==> src/tsmf_pkg.sv <==
package tsmf_pkg;

    localparam int MAX_WINDOW_DEF  = 63;
    localparam int SAMPLE_BITS_DEF = 16;
    localparam int RING_DEPTH      = 64;
    localparam int RING_AW         = 6;
    localparam int CNT_W           = 7;
    localparam int WIN_W           = 6;

    localparam logic [1:0] CFG_WINDOW_SIZE  = 2'd0;
    localparam logic [1:0] CFG_PADDING_MODE = 2'd1;
    localparam logic [1:0] CFG_DROP_FRAC    = 2'd2;

    // controller -> datapath
    typedef struct packed {
        logic       wr_sample;   // store accepted sample, bump samples_seen
        logic       start_out;   // latch window geometry for next output
        logic       gather;      // read one window tap from ring
        logic       sort_step;   // one odd/even transposition pass
        logic       emit;        // load output register
        logic       bump_out;    // bump outputs_emitted
        logic       clear_cnt;   // series end: counters back to zero
        logic [WIN_W-1:0] tap;   // window tap index k
    } tsmf_cmd_t;

    // datapath -> controller
    typedef struct packed {
        logic       known;
        logic       more;        // another output due
        logic [WIN_W-1:0] w;     // effective window length
        logic       out_busy;    // output register full and not taken
    } tsmf_sts_t;

    function automatic logic [CNT_W-1:0] bump_count(input logic [CNT_W-1:0] c);
        bump_count = (c >= CNT_W'(127)) ? CNT_W'(64) : c + CNT_W'(1);
    endfunction

endpackage

==> src/tsmf_ctrl.sv <==
module tsmf_ctrl (
    input  logic                  aclk,
    input  logic                  aresetn,
    input  logic                  s_valid,
    output logic                  s_ready,
    input  logic                  s_series_end,
    input  tsmf_pkg::tsmf_sts_t   sts,
    output tsmf_pkg::tsmf_cmd_t   cmd
);

    localparam logic [2:0] ST_IDLE   = 3'd0;
    localparam logic [2:0] ST_CHECK  = 3'd1;
    localparam logic [2:0] ST_GATHER = 3'd2;
    localparam logic [2:0] ST_SORT   = 3'd3;
    localparam logic [2:0] ST_EMIT   = 3'd4;
    localparam logic [2:0] ST_DONE   = 3'd5;

    logic [2:0] state_reg, state_next;
    logic       end_reg, end_next;
    logic [tsmf_pkg::WIN_W-1:0] k_reg, k_next;
    logic [tsmf_pkg::WIN_W:0]   pass_reg, pass_next;

    assign s_ready = (state_reg == ST_IDLE);

    always_comb begin
        state_next = state_reg;
        end_next   = end_reg;
        k_next     = k_reg;
        pass_next  = pass_reg;
        cmd        = '0;
        cmd.tap    = k_reg;
        case (state_reg)
            ST_IDLE: begin
                if (s_valid) begin
                    cmd.wr_sample = 1'b1;
                    end_next      = s_series_end;
                    state_next    = ST_CHECK;
                end
            end
            ST_CHECK: begin
                if ((sts.known || end_reg) && sts.more) begin
                    cmd.start_out = 1'b1;
                    k_next        = '0;
                    state_next    = ST_GATHER;
                end else begin
                    state_next = ST_DONE;
                end
            end
            ST_GATHER: begin
                cmd.gather = 1'b1;
                k_next     = k_reg + 1'b1;
                if (k_reg == sts.w - 1'b1) begin
                    pass_next  = '0;
                    state_next = ST_SORT;
                end
            end
            ST_SORT: begin
                // pass 0 lets the last ring read land in the window
                cmd.sort_step = (pass_reg != '0);
                pass_next     = pass_reg + 1'b1;
                if (pass_reg == ({1'b0, sts.w} + 1'b1)) begin
                    state_next = ST_EMIT;
                end
            end
            ST_EMIT: begin
                if (!sts.out_busy) begin
                    cmd.emit     = 1'b1;
                    cmd.bump_out = 1'b1;
                    state_next   = ST_CHECK;
                end
            end
            ST_DONE: begin
                cmd.clear_cnt = end_reg;
                state_next    = ST_IDLE;
            end
            default: state_next = ST_IDLE;
        endcase
    end

    always_ff @(posedge aclk) begin
        if (!aresetn) begin
            state_reg <= ST_IDLE;
            end_reg   <= 1'b0;
            k_reg     <= '0;
            pass_reg  <= '0;
        end else begin
            state_reg <= state_next;
            end_reg   <= end_next;
            k_reg     <= k_next;
            pass_reg  <= pass_next;
        end
    end

endmodule

==> config.mk <==
export PLATFORM = sky130hd
export DESIGN_NAME = tsmf_ctrl
export DESIGN_NICKNAME = d
export VERILOG_FILES = /design/src/tsmf_pkg.sv /design/src/tsmf_ctrl.sv
export SDC_FILE = /design/constraint.sdc
export NUM_CORES = 1
export LEC_CHECK = 0
export ABC_AREA = 1
export ABC_CLOCK_PERIOD_IN_PS = 3700
export BUFFER_PORTS_ARGS = -buffer_cell sky130_fd_sc_hd__buf_2
export CORE_MARGIN = 1
export CORE_UTILIZATION = 55
export DETAILED_ROUTE_END_ITERATION = 8
export PLACE_DENSITY_LB_ADDON = 0.05
export REMOVE_ABC_BUFFERS = 1
export SYNTH_ARGS = -nofsm -noshare
export SYNTH_HDL_FRONTEND = slang
export SYNTH_SLANG_ARGS = --single-unit
==> constraint.sdc <==
create_clock -name aclk -period 3.7 [get_ports aclk]
set_input_delay 0.925 -clock aclk [delete_from_list [all_inputs] [get_ports aclk]]
set_output_delay 0.925 -clock aclk [all_outputs]
set_load 0.05 [all_outputs]
==> flow_summary.ini <==
[worst_hold_path]
whs_endpoint = end_reg
min_path_cells = 2
min_path_type = register to register
min_from = end_reg

[power]
power.share.switching = 0.476
p_seq_frac = 0.367
vdd_drop_max_v = 0.000595
p_sw_mw = 0.292
p_per_area_nw_per_um2 = 400
cellLeakagePower_nw = 0.769
combPwrFrac = 0.473
p_int_mw = 0.321
clkPwrFrac = 0.160

[synthesis]
avgSynthCellArea_um2 = 5.84
yosysTopAreaCellShare = 0.250
synth.largest_area_cell = dfxtp_1
ys_top_cells_by_area = dfxtp_1 25%, nand2_1 17%, nand3_1 13%
synthesis.area_um2 = 1360
syn_inst = 233
synth_flop_cell = dfxtp_1
yosys_register_bits = 17
synth_cell_types = 27
ys_async_sr_fraction = 0
yosysSeqAreaShare = 0.250
yosysWarnings = 0
synth-edff-count = 0

[clock_network]
cts_resized = 0
insertion_delay_ns = 0.29
hold_buffers = 0
clock_path_buffers = 2
path_clk_slew_ns = 0.10
root_buffer = clkbuf_4
cts_tree = built
clock_sinks = 17
htree_levels = 1
cts_setup_buffers = 0
numCtsBuffers = 3

[setup_path]
path_class = register to output pin
crit_fanout = 9
rrSetupSlack_ns = 2.16
r2r-end = pass_reg[3]
critPathRequiredTime_ns = 2.77
r2r-start = k_reg[0]
r2r_cells = 9
end_kind = output pin
start_kind = register
worstPathArrival_ns = 1.75

[floorplanning]
core-area_um2 = 2280
die_w_um = 51.8
fp.dieArea_um2 = 2680
ios = 27
row_count = 17
die-height_um = 51.8
start_util = 0.598

[placement]
io_buffers = 26
gp_congestion = 0.894
dp_hpwl_um = 2430

[detailed_routing]
viasPerCell = 5.25
avgRoutedWirePerCell_um = 10.5
first_iter_violations = 21
drt_first_pass_iters = 4
drcViolationCount = 0
ant_nets = 0
via_count = 1502
routed_wl_um = 3010

[global_routing]
grt_max_degree = 12
grt-ovfl-total = 0
grt_use_total = 0.254
grt_pass1_vias = 1337
antenna_found_initial = 0
grt_pass1_wl_um = 5260

[finish]
nNetsFinal = 277
drive_above_1_share = 0.143
layout_common_cells = 62 x nand2_1, 40 x inv_1, 35 x nand3_1, 26 x buf_2, 18 x nor2_1
syn_to_final_growth_pct = 12.5
largest_reg_flops = 7
nFillCells = 247
mostFrequentLayoutCell = nand2_1
diodes = 0

[timing]
clock_skew_ns = 0.00487
hold_viol = 0
worst_pin_slew_ns = 0.402
min_period_ns = 2.67
setup_viol = 0
max_slew_margin = 0.731
grt_setup_unrepaired = false
period_share = 0.722
slew_violations = 0
setup_tns_ns = 0
max_freq_ghz = 0.374
whs_ns = 0.478

[job]
maxCapViolCount = 0

[status]
status = complete, no violations
stage by stage:
step | cells | setup WS [ns] | utilization | total power [mW] | cell area [um^2]
floorplan | 227 | -0.213 | - | 0.454 | 1330
global placement | 282 | 1.19 | 0.661 | 0.519 | 1500
detailed placement | 282 | 1.18 | 0.661 | 0.518 | 1500
CTS | 286 | 1.00 | 0.673 | 0.616 | 1530
global route | 286 | 0.842 | 0.673 | 0.659 | 1530
finish | 286 | 1.03 | 0.673 | 0.613 | 1530
layer usage:
| metal | share of wire | global-route usage | up-vias |
|---|---|---|---|
| met1 | 0.50 | 0.315 | 664 |
| met4 | 0.0060 | 0.0676 | 0 |
| met5 | 0 | 0 | - |
| li1 | - | - | 801 |
| met2 | 0.46 | 0.457 | 33 |
| met3 | 0.032 | 0.0351 | 4 |
cell families (layout without fill, tap and decap cells):
| family | after synthesis | after routing | share of synthesized area |
|---|---|---|---|
| xor gates and xnor gates | 4 | 4 | 0.0257 |
| adders and majority gates | 5 | 5 | 0.0460 |
| AOI/OAI and AO/OA | 31 | 31 | 0.127 |
| and+or+nand+nor | 128 | 128 | 0.414 |
| buffers and inverters | 48 | 73 | 0.138 |
| DFF | 17 | 17 | 0.250 |
synth_stat cells, drive strengths merged, types with 3 or more instances:
cell type	n
dfxtp	17
nor2	19
xor2	3
ha	5
nand4	3
buf	3
a21oi	16
inv	42
nand2	62
nand3	35
o21ai	9
nor3	5
clkbuf	3
worst max-delay path: stages (launching register included):
cell	delay [ns]
dfxtp_1	0.36
inv_1	0.10
nor3_4	0.38
inv_2	0.15
a31oi_1	0.18
buf_2	0.29
area by class of cell:
| type | count | area [um^2] | area share |
|---|---|---|---|
| Multi-Input combinational cell | 168 | 833 | 0.544 |
| Clock inverter | 1 | 5.00 | 0.00327 |
| Sequential cell | 17 | 340 | 0.222 |
| Inverter | 42 | 158 | 0.103 |
| Tap cell | 28 | 35.0 | 0.0229 |
| Timing Repair Buffer | 27 | 138 | 0.0899 |
| Clock buffer | 3 | 22.5 | 0.0147 |
power groups by stage:
stage | Sequential, mW | Clock (mW) | Combinational (mW)
6_report | 0.225 | 0.0978 | 0.290
4_1_cts | 0.225 | 0.101 | 0.291
2_1_floorplan | 0.230 | 0 | 0.224
3_5_place_dp | 0.228 | 0 | 0.290
3_3_place_gp | 0.229 | 0 | 0.290
5_1_grt | 0.230 | 0.108 | 0.322
how the worst max path moves through the flow:
stage,from,cells past startpoint,to
floorplan,sts[0],1,cmd[7]
global placement,sts[7],4,cmd[11]
detailed placement,sts[1],12,pass_reg[6]
CTS,state_reg[0],5,cmd[9]
global route,state_reg[0],5,cmd[9]
finish,state_reg[0],5,cmd[9]
(Power assumes the default switching activity.)
